<file path="src/design/jves_pkg.sv">
// shared constants and helpers for the json value extent scanner
// no dependencies
package jves_pkg;

  localparam int OFFSET_BITS = 16;
  localparam int MAX_DEPTH   = 255;

  // offset register width: the length limit never needs more than 16 bits
  localparam int OFF_W     = (OFFSET_BITS < 16) ? OFFSET_BITS : 16;
  localparam int POS_W     = OFF_W + 1;
  localparam int LEN_LIMIT = (1 << OFF_W) - 1;
  localparam int DEPTH_W   = $clog2(MAX_DEPTH + 1);
  localparam int LEN_W     = 16;

  localparam logic [7:0] CH_QUOTE  = 8'h22;
  localparam logic [7:0] CH_BSLASH = 8'h5C;
  localparam logic [7:0] CH_LBRACE = 8'h7B;
  localparam logic [7:0] CH_RBRACE = 8'h7D;
  localparam logic [7:0] CH_LBRACK = 8'h5B;
  localparam logic [7:0] CH_RBRACK = 8'h5D;
  localparam logic [7:0] CH_MINUS  = 8'h2D;
  localparam logic [7:0] CH_PLUS   = 8'h2B;
  localparam logic [7:0] CH_DOT    = 8'h2E;
  localparam logic [7:0] CH_ZERO   = 8'h30;
  localparam logic [7:0] CH_NINE   = 8'h39;
  localparam logic [7:0] CH_LOW_E  = 8'h65;
  localparam logic [7:0] CH_UP_E   = 8'h45;
  localparam logic [7:0] CH_LOW_T  = 8'h74;
  localparam logic [7:0] CH_LOW_F  = 8'h66;
  localparam logic [7:0] CH_LOW_N  = 8'h6E;

  typedef enum logic [1:0] {
    LIT_TRUE,
    LIT_FALSE,
    LIT_NULL
  } lit_kind_t;

  function automatic logic is_digit(input logic [7:0] c);
    return (c >= CH_ZERO) && (c <= CH_NINE);
  endfunction

  // text of true, false and null by letter position
  function automatic logic [7:0] lit_char(input lit_kind_t k, input logic [2:0] i);
    logic [7:0] ch;
    ch = 8'h00;
    case (k)
      LIT_TRUE: begin
        case (i)
          3'd0:    ch = 8'h74;
          3'd1:    ch = 8'h72;
          3'd2:    ch = 8'h75;
          3'd3:    ch = 8'h65;
          default: ch = 8'h00;
        endcase
      end
      LIT_FALSE: begin
        case (i)
          3'd0:    ch = 8'h66;
          3'd1:    ch = 8'h61;
          3'd2:    ch = 8'h6C;
          3'd3:    ch = 8'h73;
          3'd4:    ch = 8'h65;
          default: ch = 8'h00;
        endcase
      end
      LIT_NULL: begin
        case (i)
          3'd0:    ch = 8'h6E;
          3'd1:    ch = 8'h75;
          3'd2:    ch = 8'h6C;
          3'd3:    ch = 8'h6C;
          default: ch = 8'h00;
        endcase
      end
      default: ch = 8'h00;
    endcase
    return ch;
  endfunction

  function automatic logic [2:0] lit_len(input lit_kind_t k);
    logic [2:0] n;
    case (k)
      LIT_FALSE: n = 3'd5;
      default:   n = 3'd4;
    endcase
    return n;
  endfunction

endpackage

</file>
<file path="src/design/jves_in_if.sv">
// byte input channel of the json value extent scanner
// no dependencies
interface jves_in_if;
  logic       valid;
  logic       ready;
  logic [7:0] data_byte;
  logic       first;
  logic       last;

  modport source(output valid, data_byte, first, last, input ready);
  modport sink(input valid, data_byte, first, last, output ready);
endinterface

</file>
<file path="src/design/jves_out_if.sv">
// result channel of the json value extent scanner
// no dependencies
interface jves_out_if;
  logic        valid;
  logic        ready;
  logic        status;
  logic [15:0] value_length;

  modport source(output valid, status, value_length, input ready);
  modport sink(input valid, status, value_length, output ready);
endinterface

</file>
<file path="src/design/json_value_extent_scanner.sv">
// json value extent scanner: finds the end of one json value and checks its form
// depends on jves_pkg, jves_in_if, jves_out_if
//
// usage
// - in_ch carries one byte per beat; first marks the value's opening byte and
//   clears the scanner, last marks the final byte of the buffer
// - out_ch carries at most one result per value: status 0 with the length just
//   past the value, or status 1 with the error position
// - bytes before any first beat, or after a result, are dropped silently
// timing
// - every byte updates mode, depth and offset in the cycle it is accepted, so
//   one byte is taken per cycle, back to back, while the skid entry is not full
// - a result is registered on out_ch, or in the skid entry while out_ch stalls
// stall
// - an output register plus one skid entry hold results; in_ch.ready drops only
//   while the skid entry is full, so input keeps flowing past a stalled result
// reset
// - rst (synchronous) returns to idle waiting for a first byte and empties
//   both result slots
module json_value_extent_scanner
  import jves_pkg::*;
(
  input  logic        clk,
  input  logic        rst,
  jves_in_if.sink     in_ch,
  jves_out_if.source  out_ch
);

  typedef enum logic [4:0] {
    M_IDLE,
    M_DONE,
    M_STR,
    M_SESC,
    M_CON,
    M_CSTR,
    M_CESC,
    M_LTRUE,
    M_LFALSE,
    M_LNULL,
    M_NMINUS,
    M_NZERO,
    M_NINT,
    M_NDOT,
    M_NFRAC,
    M_NEXP,
    M_NESIGN,
    M_NEXPD
  } mode_t;

  // scanner state
  mode_t              mode, mode_next;
  logic [DEPTH_W-1:0] depth, depth_next;
  logic [OFF_W-1:0]   offset, offset_next;
  logic [2:0]         lit_idx, lit_idx_next;

  // result slots: output register and skid entry
  logic             out_valid;
  logic             out_status;
  logic [LEN_W-1:0] out_length;
  logic             skid_valid;
  logic             skid_status;
  logic [LEN_W-1:0] skid_length;

  logic             accept;
  logic [7:0]       c;
  logic [OFF_W-1:0] base_off;
  logic [POS_W-1:0] pos_here, pos_plus1, pos_plus2;
  logic             active;
  logic             hit;
  logic             hit_err;
  logic [POS_W-1:0] hit_pos;
  lit_kind_t        kind;
  logic [7:0]       lit_expect;
  logic [2:0]       lit_total;
  logic             res_status;
  logic [LEN_W-1:0] res_length;
  logic             out_free;

  assign accept   = in_ch.valid && in_ch.ready;
  assign c        = in_ch.data_byte;
  assign base_off = in_ch.first ? '0 : offset;
  assign pos_here  = POS_W'(base_off);
  assign pos_plus1 = POS_W'(base_off) + POS_W'(1);
  assign pos_plus2 = POS_W'(base_off) + POS_W'(2);

  always_comb begin
    case (mode)
      M_LFALSE: kind = LIT_FALSE;
      M_LNULL:  kind = LIT_NULL;
      default:  kind = LIT_TRUE;
    endcase
  end

  assign lit_expect = lit_char(kind, lit_idx);
  assign lit_total  = lit_len(kind);

  // one byte of the scan: start or advance, then buffer end and offset limit
  always_comb begin
    mode_next    = mode;
    depth_next   = depth;
    offset_next  = offset;
    lit_idx_next = lit_idx;
    active       = 1'b0;
    hit          = 1'b0;
    hit_err      = 1'b0;
    hit_pos      = '0;
    if (accept) begin
      if (in_ch.first) begin
        active       = 1'b1;
        depth_next   = '0;
        offset_next  = '0;
        lit_idx_next = '0;
        case (c)
          CH_QUOTE:  mode_next = M_STR;
          CH_LBRACE,
          CH_LBRACK: begin
            mode_next  = M_CON;
            depth_next = DEPTH_W'(1);
          end
          CH_LOW_T: begin
            mode_next    = M_LTRUE;
            lit_idx_next = 3'd1;
          end
          CH_LOW_F: begin
            mode_next    = M_LFALSE;
            lit_idx_next = 3'd1;
          end
          CH_LOW_N: begin
            mode_next    = M_LNULL;
            lit_idx_next = 3'd1;
          end
          CH_MINUS:  mode_next = M_NMINUS;
          CH_ZERO:   mode_next = M_NZERO;
          default: begin
            if (is_digit(c)) begin
              mode_next = M_NINT;
            end else begin
              hit     = 1'b1;
              hit_err = 1'b1;
            end
          end
        endcase
      end else if (mode != M_IDLE && mode != M_DONE) begin
        active = 1'b1;
        case (mode)
          M_STR: begin
            if (c == CH_QUOTE) begin
              hit     = 1'b1;
              hit_pos = pos_plus1;
            end else if (c == CH_BSLASH) begin
              mode_next = M_SESC;
            end
          end
          M_SESC: mode_next = M_STR;
          M_CON: begin
            if (c == CH_LBRACE || c == CH_LBRACK) begin
              if (depth >= DEPTH_W'(MAX_DEPTH)) begin
                hit     = 1'b1;
                hit_err = 1'b1;
                hit_pos = pos_here;
              end else begin
                depth_next = depth + DEPTH_W'(1);
              end
            end else if (c == CH_RBRACE || c == CH_RBRACK) begin
              depth_next = depth - DEPTH_W'(1);
              if (depth == DEPTH_W'(1)) begin
                hit     = 1'b1;
                hit_pos = pos_plus1;
              end
            end else if (c == CH_QUOTE) begin
              mode_next = M_CSTR;
            end
          end
          M_CSTR: begin
            if (c == CH_QUOTE) begin
              mode_next = M_CON;
            end else if (c == CH_BSLASH) begin
              mode_next = M_CESC;
            end
          end
          M_CESC: mode_next = M_CSTR;
          M_LTRUE, M_LFALSE, M_LNULL: begin
            if (lit_idx >= lit_total || c != lit_expect) begin
              hit     = 1'b1;
              hit_err = 1'b1;
            end else begin
              lit_idx_next = lit_idx + 3'd1;
              if (lit_idx + 3'd1 == lit_total) begin
                hit     = 1'b1;
                hit_pos = pos_plus1;
              end
            end
          end
          M_NMINUS: begin
            if (c == CH_ZERO) begin
              mode_next = M_NZERO;
            end else if (is_digit(c)) begin
              mode_next = M_NINT;
            end else begin
              hit     = 1'b1;
              hit_err = 1'b1;
              hit_pos = pos_here;
            end
          end
          M_NZERO, M_NINT, M_NFRAC: begin
            if (is_digit(c) && mode != M_NZERO) begin
              mode_next = mode;
            end else if (c == CH_DOT && mode != M_NFRAC) begin
              mode_next = M_NDOT;
            end else if (c == CH_LOW_E || c == CH_UP_E) begin
              mode_next = M_NEXP;
            end else begin
              // terminating byte is not part of the number
              hit     = 1'b1;
              hit_pos = pos_here;
            end
          end
          M_NDOT: begin
            if (is_digit(c)) begin
              mode_next = M_NFRAC;
            end else begin
              hit     = 1'b1;
              hit_err = 1'b1;
              hit_pos = pos_here;
            end
          end
          M_NEXP: begin
            if (c == CH_PLUS || c == CH_MINUS) begin
              mode_next = M_NESIGN;
            end else if (is_digit(c)) begin
              mode_next = M_NEXPD;
            end else begin
              hit     = 1'b1;
              hit_err = 1'b1;
              hit_pos = pos_here;
            end
          end
          M_NESIGN: begin
            if (is_digit(c)) begin
              mode_next = M_NEXPD;
            end else begin
              hit     = 1'b1;
              hit_err = 1'b1;
              hit_pos = pos_here;
            end
          end
          M_NEXPD: begin
            if (!is_digit(c)) begin
              hit     = 1'b1;
              hit_pos = pos_here;
            end
          end
          default: active = 1'b0;
        endcase
      end

      // buffer end closes whatever is still open, judged on the new mode
      if (active && !hit) begin
        if (in_ch.last) begin
          hit = 1'b1;
          case (mode_next)
            M_NZERO, M_NINT, M_NFRAC, M_NEXPD: hit_pos = pos_plus1;
            M_SESC, M_CESC: begin
              hit_err = 1'b1;
              hit_pos = pos_plus2;
            end
            M_LTRUE, M_LFALSE, M_LNULL: begin
              hit_err = 1'b1;
              hit_pos = '0;
            end
            default: begin
              hit_err = 1'b1;
              hit_pos = pos_plus1;
            end
          endcase
        end else if (base_off >= OFF_W'(LEN_LIMIT)) begin
          hit     = 1'b1;
          hit_err = 1'b1;
          hit_pos = POS_W'(LEN_LIMIT);
        end else begin
          offset_next = base_off + OFF_W'(1);
        end
      end

      if (hit) begin
        mode_next = M_DONE;
      end
    end
  end

  // positions past the length limit turn into an error at the limit
  always_comb begin
    if (hit_pos > POS_W'(LEN_LIMIT)) begin
      res_status = 1'b1;
      res_length = LEN_W'(LEN_LIMIT);
    end else begin
      res_status = hit_err;
      res_length = LEN_W'(hit_pos);
    end
  end

  assign out_free = !out_valid || out_ch.ready;

  always_ff @(posedge clk) begin
    if (rst) begin
      mode       <= M_IDLE;
      depth      <= '0;
      offset     <= '0;
      lit_idx    <= '0;
      out_valid  <= 1'b0;
      skid_valid <= 1'b0;
    end else begin
      mode    <= mode_next;
      depth   <= depth_next;
      offset  <= offset_next;
      lit_idx <= lit_idx_next;
      if (out_free) begin
        if (skid_valid) begin
          // input is held off while skid is full, so no new result here
          out_valid  <= 1'b1;
          out_status <= skid_status;
          out_length <= skid_length;
          skid_valid <= 1'b0;
        end else begin
          out_valid  <= hit;
          out_status <= res_status;
          out_length <= res_length;
        end
      end else if (hit) begin
        skid_valid  <= 1'b1;
        skid_status <= res_status;
        skid_length <= res_length;
      end
    end
  end

  assign in_ch.ready         = !skid_valid;
  assign out_ch.valid        = out_valid;
  assign out_ch.status       = out_status;
  assign out_ch.value_length = out_length;

endmodule

</file>
<file path="src/flat_wrapper.sv">
// flat-port wrapper written by rule: the top's interface ports become plain ports
module json_value_extent_scanner_flat import jves_pkg::*;
  (clk, rst, in_ch_valid, in_ch_data_byte, in_ch_first, in_ch_last, in_ch_ready, out_ch_valid, out_ch_status, out_ch_value_length, out_ch_ready);
  jves_in_if in_ch_i ();
  jves_out_if out_ch_i ();
  input  logic clk;
  input  logic rst;
  input wire logic [$bits(in_ch_i.valid)-1:0] in_ch_valid;
  input wire logic [$bits(in_ch_i.data_byte)-1:0] in_ch_data_byte;
  input wire logic [$bits(in_ch_i.first)-1:0] in_ch_first;
  input wire logic [$bits(in_ch_i.last)-1:0] in_ch_last;
  output wire logic [$bits(in_ch_i.ready)-1:0] in_ch_ready;
  output wire logic [$bits(out_ch_i.valid)-1:0] out_ch_valid;
  output wire logic [$bits(out_ch_i.status)-1:0] out_ch_status;
  output wire logic [$bits(out_ch_i.value_length)-1:0] out_ch_value_length;
  input wire logic [$bits(out_ch_i.ready)-1:0] out_ch_ready;
  assign in_ch_i.valid = in_ch_valid;
  assign in_ch_i.data_byte = in_ch_data_byte;
  assign in_ch_i.first = in_ch_first;
  assign in_ch_i.last = in_ch_last;
  assign in_ch_ready = in_ch_i.ready;
  assign out_ch_valid = out_ch_i.valid;
  assign out_ch_status = out_ch_i.status;
  assign out_ch_value_length = out_ch_i.value_length;
  assign out_ch_i.ready = out_ch_ready;
  json_value_extent_scanner u_core (.clk(clk), .rst(rst), .in_ch(in_ch_i), .out_ch(out_ch_i));
endmodule
</file>
<file path="config.mk">
export PLATFORM = sky130hd
export DESIGN_NAME = json_value_extent_scanner_flat
export DESIGN_NICKNAME = d
export VERILOG_FILES = /design/src/design/jves_pkg.sv /design/src/design/jves_in_if.sv /design/src/design/jves_out_if.sv /design/src/design/json_value_extent_scanner.sv /design/src/flat_wrapper.sv
export SDC_FILE = /design/constraint.sdc
export NUM_CORES = 1
export LEC_CHECK = 0
export ABC_AREA = 1
export BUFFER_PORTS_ARGS = -buffer_cell sky130_fd_sc_hd__buf_2
export CAP_MARGIN = 20
export CORE_MARGIN = 2
export CORE_UTILIZATION = 40
export CTS_CLUSTER_DIAMETER = 120
export DETAILED_ROUTE_END_ITERATION = 6
export GPL_ROUTABILITY_DRIVEN = 0
export HOLD_SLACK_MARGIN = 0.15
export PLACE_DENSITY = 0.55
export SETUP_SLACK_MARGIN = 0.4
export SLEW_MARGIN = 20
export SYNTH_ARGS = -nofsm -noshare
export SYNTH_HDL_FRONTEND = slang
export SYNTH_SLANG_ARGS = --single-unit
</file>
<file path="constraint.sdc">
create_clock -name clk -period 8.5 [get_ports clk]
set_input_delay 2.125 -clock clk [delete_from_list [all_inputs] [get_ports clk]]
set_output_delay 2.125 -clock clk [all_outputs]
set_load 0.005 [all_outputs]
</file>
# Word-level counts from Yosys, hierarchy flattened
# Index checks and enable logic that the tools add are counted.
[word_totals] register_bits=68 output_inout_bits=19 inputBits=14 word_cells=223
[classes] n_bitwise=2 eq_ne=54 addsub=6 n_reduce_logical=39 magnitude_cmp=6 muxes=106
[op_table] op="$mux 17" count=15
[op_table] op="$mux 16" count=10
[op_table] op="$pmux 17 s7" count=1
[op_table] op="$mux 5" count=19
[op_table] op="$eq 8x7->1 const B" count=10
[op_table] op="$eq 5x4->1 const B" count=13
[op_table] op="$pmux 5 s10" count=1
[op_table] op="$mux 8" count=6
[op_table] op="$mux 1" count=41
[op_table] op="$eq 8x6->1 const B" count=5
[op_table] op="$pmux 5 s7" count=1
[op_table] op="$pmux 7 s5" count=1
[op_table] op="$pmux 17 s2" count=1
[op_table] op="$eq 5x3->1 const B" count=6
[op_table] op="$pmux 7 s4" count=1
[op_table] op="$pmux 8 s3" count=1
[op_table] op="$pmux 7 s3" count=1
[op_table] op="$add 16x1->17 const B" count=1
[op_table] op="$add 16x2->17 const B" count=1
[op_table] op="$gt 17x16->1 const B" count=1
[op_table] op="$add 16x1->16 const B" count=1
[op_table] op="$ge 16x16->1 const B" count=1
[op_table] op="$reduce_or 16->1" count=1
[op_table] op="$eq 5x2->1 const B" count=3
[op_table] op="other kinds (41)" count=71

# Depth between registers and ports, before layout
[logic_depth] word_depth=18 depth_mapped=24 depth_no_buf=23

# Worst setup path after synthesis
# OpenSTA, ideal clock, no wires.
[synth_path] kind="input port to flip-flop" from="in in_ch_first" to="reg u_core.skid_length[0] (enable)" arrival_ps=4828 required_time_ps=8110 setup_ps=390 stages=13 path_slack_ps=3282 path_buffers=3 cell_sequence="buf_2 buf_1 clkbuf_1 nor2_1 ha_1 nand2_1 nor3_2 nand3_1 nand2_1 nand4_4 nand3_1 nand2_1 nor2_1"
[synth_between] elab_chain_cells=8 elab_cells_between_ends=14 cone_classes="1 x order compare; 10 x mux; 3 x reduce/logical"
[synth_rtl] element="from (decl)" line="flat_wrapper.sv:10" text="input wire logic [$bits(in_ch_i.first)-1:0] in_ch_first;"
[synth_rtl] element="$mux 16 or $mux 1 (tied branches)" line="json_value_extent_scanner.sv:81, json_value_extent_scanner.sv:108"
[synth_rtl] element="$ge 16x16->1 or $mux 1 (tied branches)" line="json_value_extent_scanner.sv:276, json_value_extent_scanner.sv:107"
[synth_rtl] element="$mux 1 or $logic_not 1->1 (tied branches)" line="json_value_extent_scanner.sv:276, json_value_extent_scanner.sv:258"
[synth_rtl] element="$mux 1 or $logic_and 1x1->1 (tied branches)" line="json_value_extent_scanner.sv:259, json_value_extent_scanner.sv:258"
[synth_rtl] element="$mux 1 *" line="json_value_extent_scanner.sv:258" text="if (active && !hit) begin"
[synth_rtl] element="$mux 1 * (2 in series)" line="json_value_extent_scanner.sv:107" text="if (accept) begin"
[synth_rtl] element="$reduce_and 3->1 (no line) *"
[synth_rtl] element="to (signal assigned)" line="json_value_extent_scanner.sv:332" text="skid_length <= res_length;"
[synth_rtl] element="to (decl)" line="json_value_extent_scanner.sv:62" text="logic [LEN_W-1:0] skid_length;"
# Every way passes the cells marked *; elsewhere a longest branch is shown, timed or not. The select of a mux whose other input is x is not followed.
# A chain may end at the register's enable or synchronous reset.

# Final worst setup path
[layout_path] from="in in_ch_first" to="reg u_core.out_length[1] (netlist: u_core.out_ch.value_length[1]) (data pin)"
[layout_between] elab_chain_cells=15 elab_cells_between_ends=43 cone_classes="2 x add/sub; 2 x order compare; 5 x eq/ne; 30 x mux; 4 x reduce/logical"
[layout_rtl] element="$mux 16" line="json_value_extent_scanner.sv:81" text="assign base_off = in_ch.first ? '0 : offset;"
[layout_rtl] element="$add 16x1->17" line="json_value_extent_scanner.sv:83" text="assign pos_plus1 = POS_W'(base_off) + POS_W'(1);"
[layout_rtl] element="$mux 17" line="json_value_extent_scanner.sv:166" text="if (depth == DEPTH_W'(1)) begin"
[layout_rtl] element="$mux 17" line="json_value_extent_scanner.sv:164" text="end else if (c == CH_RBRACE || c == CH_RBRACK) begin"
[layout_rtl] element="$mux 17" line="json_value_extent_scanner.sv:156" text="if (c == CH_LBRACE || c == CH_LBRACK) begin"
[layout_rtl] element="$pmux 17 s7" line="json_value_extent_scanner.sv:145" text="case (mode)"
[layout_rtl] element="$mux 17" line="json_value_extent_scanner.sv:143" text="end else if (mode != M_IDLE && mode != M_DONE) begin"
[layout_rtl] element="$mux 17" line="json_value_extent_scanner.sv:108" text="if (in_ch.first) begin"
[layout_rtl] element="$mux 17" line="json_value_extent_scanner.sv:276" text="end else if (base_off >= OFF_W'(LEN_LIMIT)) begin"
[layout_rtl] element="$mux 17" line="json_value_extent_scanner.sv:259" text="if (in_ch.last) begin"
[layout_rtl] element="$mux 17 *" line="json_value_extent_scanner.sv:258"
[layout_rtl] element="$mux 17 *" line="json_value_extent_scanner.sv:107"
[layout_rtl] element="$gt 17x16->1" line="json_value_extent_scanner.sv:293" text="if (hit_pos > POS_W'(LEN_LIMIT)) begin"
[layout_rtl] element="$mux 16 *" line="json_value_extent_scanner.sv:293"
[layout_rtl] element="$mux 16 *" line="json_value_extent_scanner.sv:318" text="if (skid_valid) begin"
[layout_rtl] element="to (signal assigned)" line="json_value_extent_scanner.sv:322" text="out_length <= skid_length;"
[layout_rtl] element="to (signal assigned)" line="json_value_extent_scanner.sv:327" text="out_length <= res_length;"
[layout_rtl] element="to (decl)" line="json_value_extent_scanner.sv:59" text="logic [LEN_W-1:0] out_length;"
# Marked as above.

==> impl_metrics.ini <==
[run_status]
outcome = complete, no violations

[global_route]
grt_start_max_net_pins = 43
antenna_found_initial = 0
grt_first_pass_wirelength_um = 29080
grt.overflow.total = 0
grt_usage_pct = 22.39
grt_pass1_vias = 5603

[pwr]
p_leak_nw = 3.037
peakVddDrop_mv = 0.09698
power_density_nw_per_um2 = 145.7
total_power_uw = 960.2

[synthesis]
synth-seq-area-share_pct = 28.32
syn_nets = 1006
netlist_area_um2 = 6008
avgSynthCellArea_um2 = 6.125
synth_cell_types = 43
yosys_warnings = 0
synthCells = 981
synth_seq_cells = 68

[routing]
postRouteAntennaNets = 0
route.vias.total = 6325
detail_route.iter0.violations = 610
via_per_inst = 5.329
wire_per_inst_um = 15.05
drt_pre_antenna_iters = 5
drt-total-wl_um = 17860
drc = 0

[cts]
cts_buffers = 9
clock_path_buffers = 2
clockRootBuffer = clkbuf_16
clkLatencyLatePin_ns = 0.35
cts_tree = done
clock_sinks = 68
htree_levels = 3
cts_resized = 0
clk_pin_slew_ns = 0.07
ctsHoldBuffers = 0
post-cts-setup-buffers = 0

[worst_setup_path]
required_ns = 8.55
worstSetupPathType = in -> reg
arrival_ns = 5.48
cp-start-kind = input port
rr_worst_depth = 16
cp-end-kind = flop
critPathMaxFanout = 34

[place]
io_buffers = 32
hpwl_um = 13070
place_inst = 1171
pre_cts_slack_ns = 2.727

[cells_and_area]
antenna_cells = 0
fin_nets = 1023
post_route_cells_drive_above_1_share_pct = 11.07
fill_cells = 1560
final_cells = 1187
synthToLayoutAreaGrowth_pct = 9.704

[sta]
slew_headroom_pct = 44.19
fin_setup_tns_ns = 0
tightest_slew_ns = 0.8341
drv_slew = 0
setup_viol = 0
min_period_ns = 5.428
timing.hold.ws_ns = 0.4684
setup_ws_ns = 3.072
fmax_mhz = 184.2
clock_skew_ns = 0.01370
rsz0062_at_grt = no
period_share_pct = 63.85
finalHoldViolations = 0

[floorplan]
fp.coreArea_um2 = 14590
floorplan.initialDensity_pct = 41.18
placementRows = 44
io_pins = 33
fp.dieH_um = 126.6
die_w_um = 126.6
dieArea_um2 = 16020

[hold_path]
min_path_cells = 2
worstHoldPathType = reg -> reg

[job]
cap_violations = 0
-- cell usage after synthesis (all sizes together) --
master	n	share of area [%]
nand2	303	20
inv	128	8.0
nor2	127	8.8
nand3	108	10
a21oi	72	6.0
o21ai	46	3.8
dfxtp	34	11
edfxtp	34	17
buf	20	2.1
nand4	19	2.2
xor2	18	2.6
nor3	15	1.3
clkbuf	11	0.69
ha	11	2.3
nor4	5	0.62
a211oi	4	0.50
xnor2	4	0.58
nand3b	3	0.37
nor3b	3	0.37
or2	3	0.31
a31oi	2	0.21
and3	2	0.21
clkinv	2	0.12
o2111ai	2	0.29
o21a	2	0.25
a22oi	1	0.12
o211ai	1	0.12
o221ai	1	0.15
-- area by class of cell --
class                   count  area, um2  area share [%]
clock buffers               9      225.2           3.417
clock inverters             7      98.84           1.500
repair buffers             37      197.7           2.999
well taps                 184      230.2           3.493
multi-input cells         752       3650           55.37
flip-flops and latches     68       1702           25.82
inverters                 130      488.0           7.403
-- sequential cells by signal, summed over array words and instances, names as in the netlist --
signal	count
u_core.depth	8
u_core.lit_idx	3
u_core.mode	5
u_core.offset	16
u_core.out_ch.status	1
u_core.out_ch.valid	1
u_core.out_ch.value_length	16
u_core.skid_length	16
u_core.skid_status	1
u_core.skid_valid	1
-- final timing paths --
| check | startpoint | to | slack [ns] |
|---|---|---|---|
| hold / removal | u_core.offset[9] | u_core.offset[9] | 0.47 |
| hold reg to reg | u_core.offset[9] | u_core.offset[9] | 0.47 |
| setup reg to reg | u_core.mode[4] | u_core.out_ch.value_length[1] | 4.64 |
| setup / recovery | in_ch_first | u_core.out_ch.value_length[1] | 3.07 |
-- cells in the final DEF, fill, tap and decap left out, types with 4 or more instances in the layout --
cell type  instances
xnor2_1            4
inv_1            108
a21oi_1           72
nor2_2            11
dfxtp_1           34
inv_2             20
o21ai_1           15
nand2_1          292
ha_1              11
edfxtp_1          34
nand3_2            7
o21ai_0           31
buf_4              5
clkbuf_16          9
nor4_1             4
nand2_2            9
nor3_1            14
buf_2             32
a211oi_1           4
nand3_1           99
nand4_1           18
nor2_1           113
xor2_1            18
-- critical path, stage by stage --
cell	delay, ns
buf_2	0.48
clkinv_1	0.69
nand2_1	0.34
inv_1	0.17
ha_1	0.22
nand2_1	0.12
nor2_1	0.11
nand3_1	0.30
nand2_1	0.09
nand3_1	0.08
nand2_1	0.06
nand2_2	0.49
nand3_1	0.15
-- cells by family (layout without fill, tap and decap cells) --
family | after synthesis | after routing | share of synthesized area (%)
compound gates | 131 | 131 | 11.47
flops | 68 | 68 | 28.32
xor+xnor | 22 | 22 | 3.207
fa+ha+maj | 11 | 11 | 2.291
simple gates | 588 | 588 | 43.77
buf+inv | 161 | 183 | 10.93
-- routing by layer --
| layer | up-vias | share of wire (%) | GRT usage (%) |
|---|---|---|---|
| li1 | 3218 | - | - |
| met1 | 2820 | 50 | 33.46 |
| met2 | 255 | 41 | 32.84 |
| met3 | 32 | 7.6 | 4.850 |
| met4 | 0 | 1.6 | 5.236 |
| met5 | - | 0 | 0 |
-- through the flow --
step / instance area (um2) / utilization (%)
after floorplan: 6008 / -
after CTS: 6591 / 45.18
after global routing: 6591 / 45.18
after global placement: 6267 / 42.96
after detailed placement: 6267 / 42.96
final: 6591 / 45.18
-- power by group --
part	internal (mW)	total [mW]	leakage, nW	switching [mW]
logic	0.0502	0.170	2.28	0.119
registers	0.363	0.373	0.602	0.00950
clock network	0.259	0.418	0.156	0.159
total	0.672	0.960	3.04	0.288
Power figures use the tool's default switching activity.
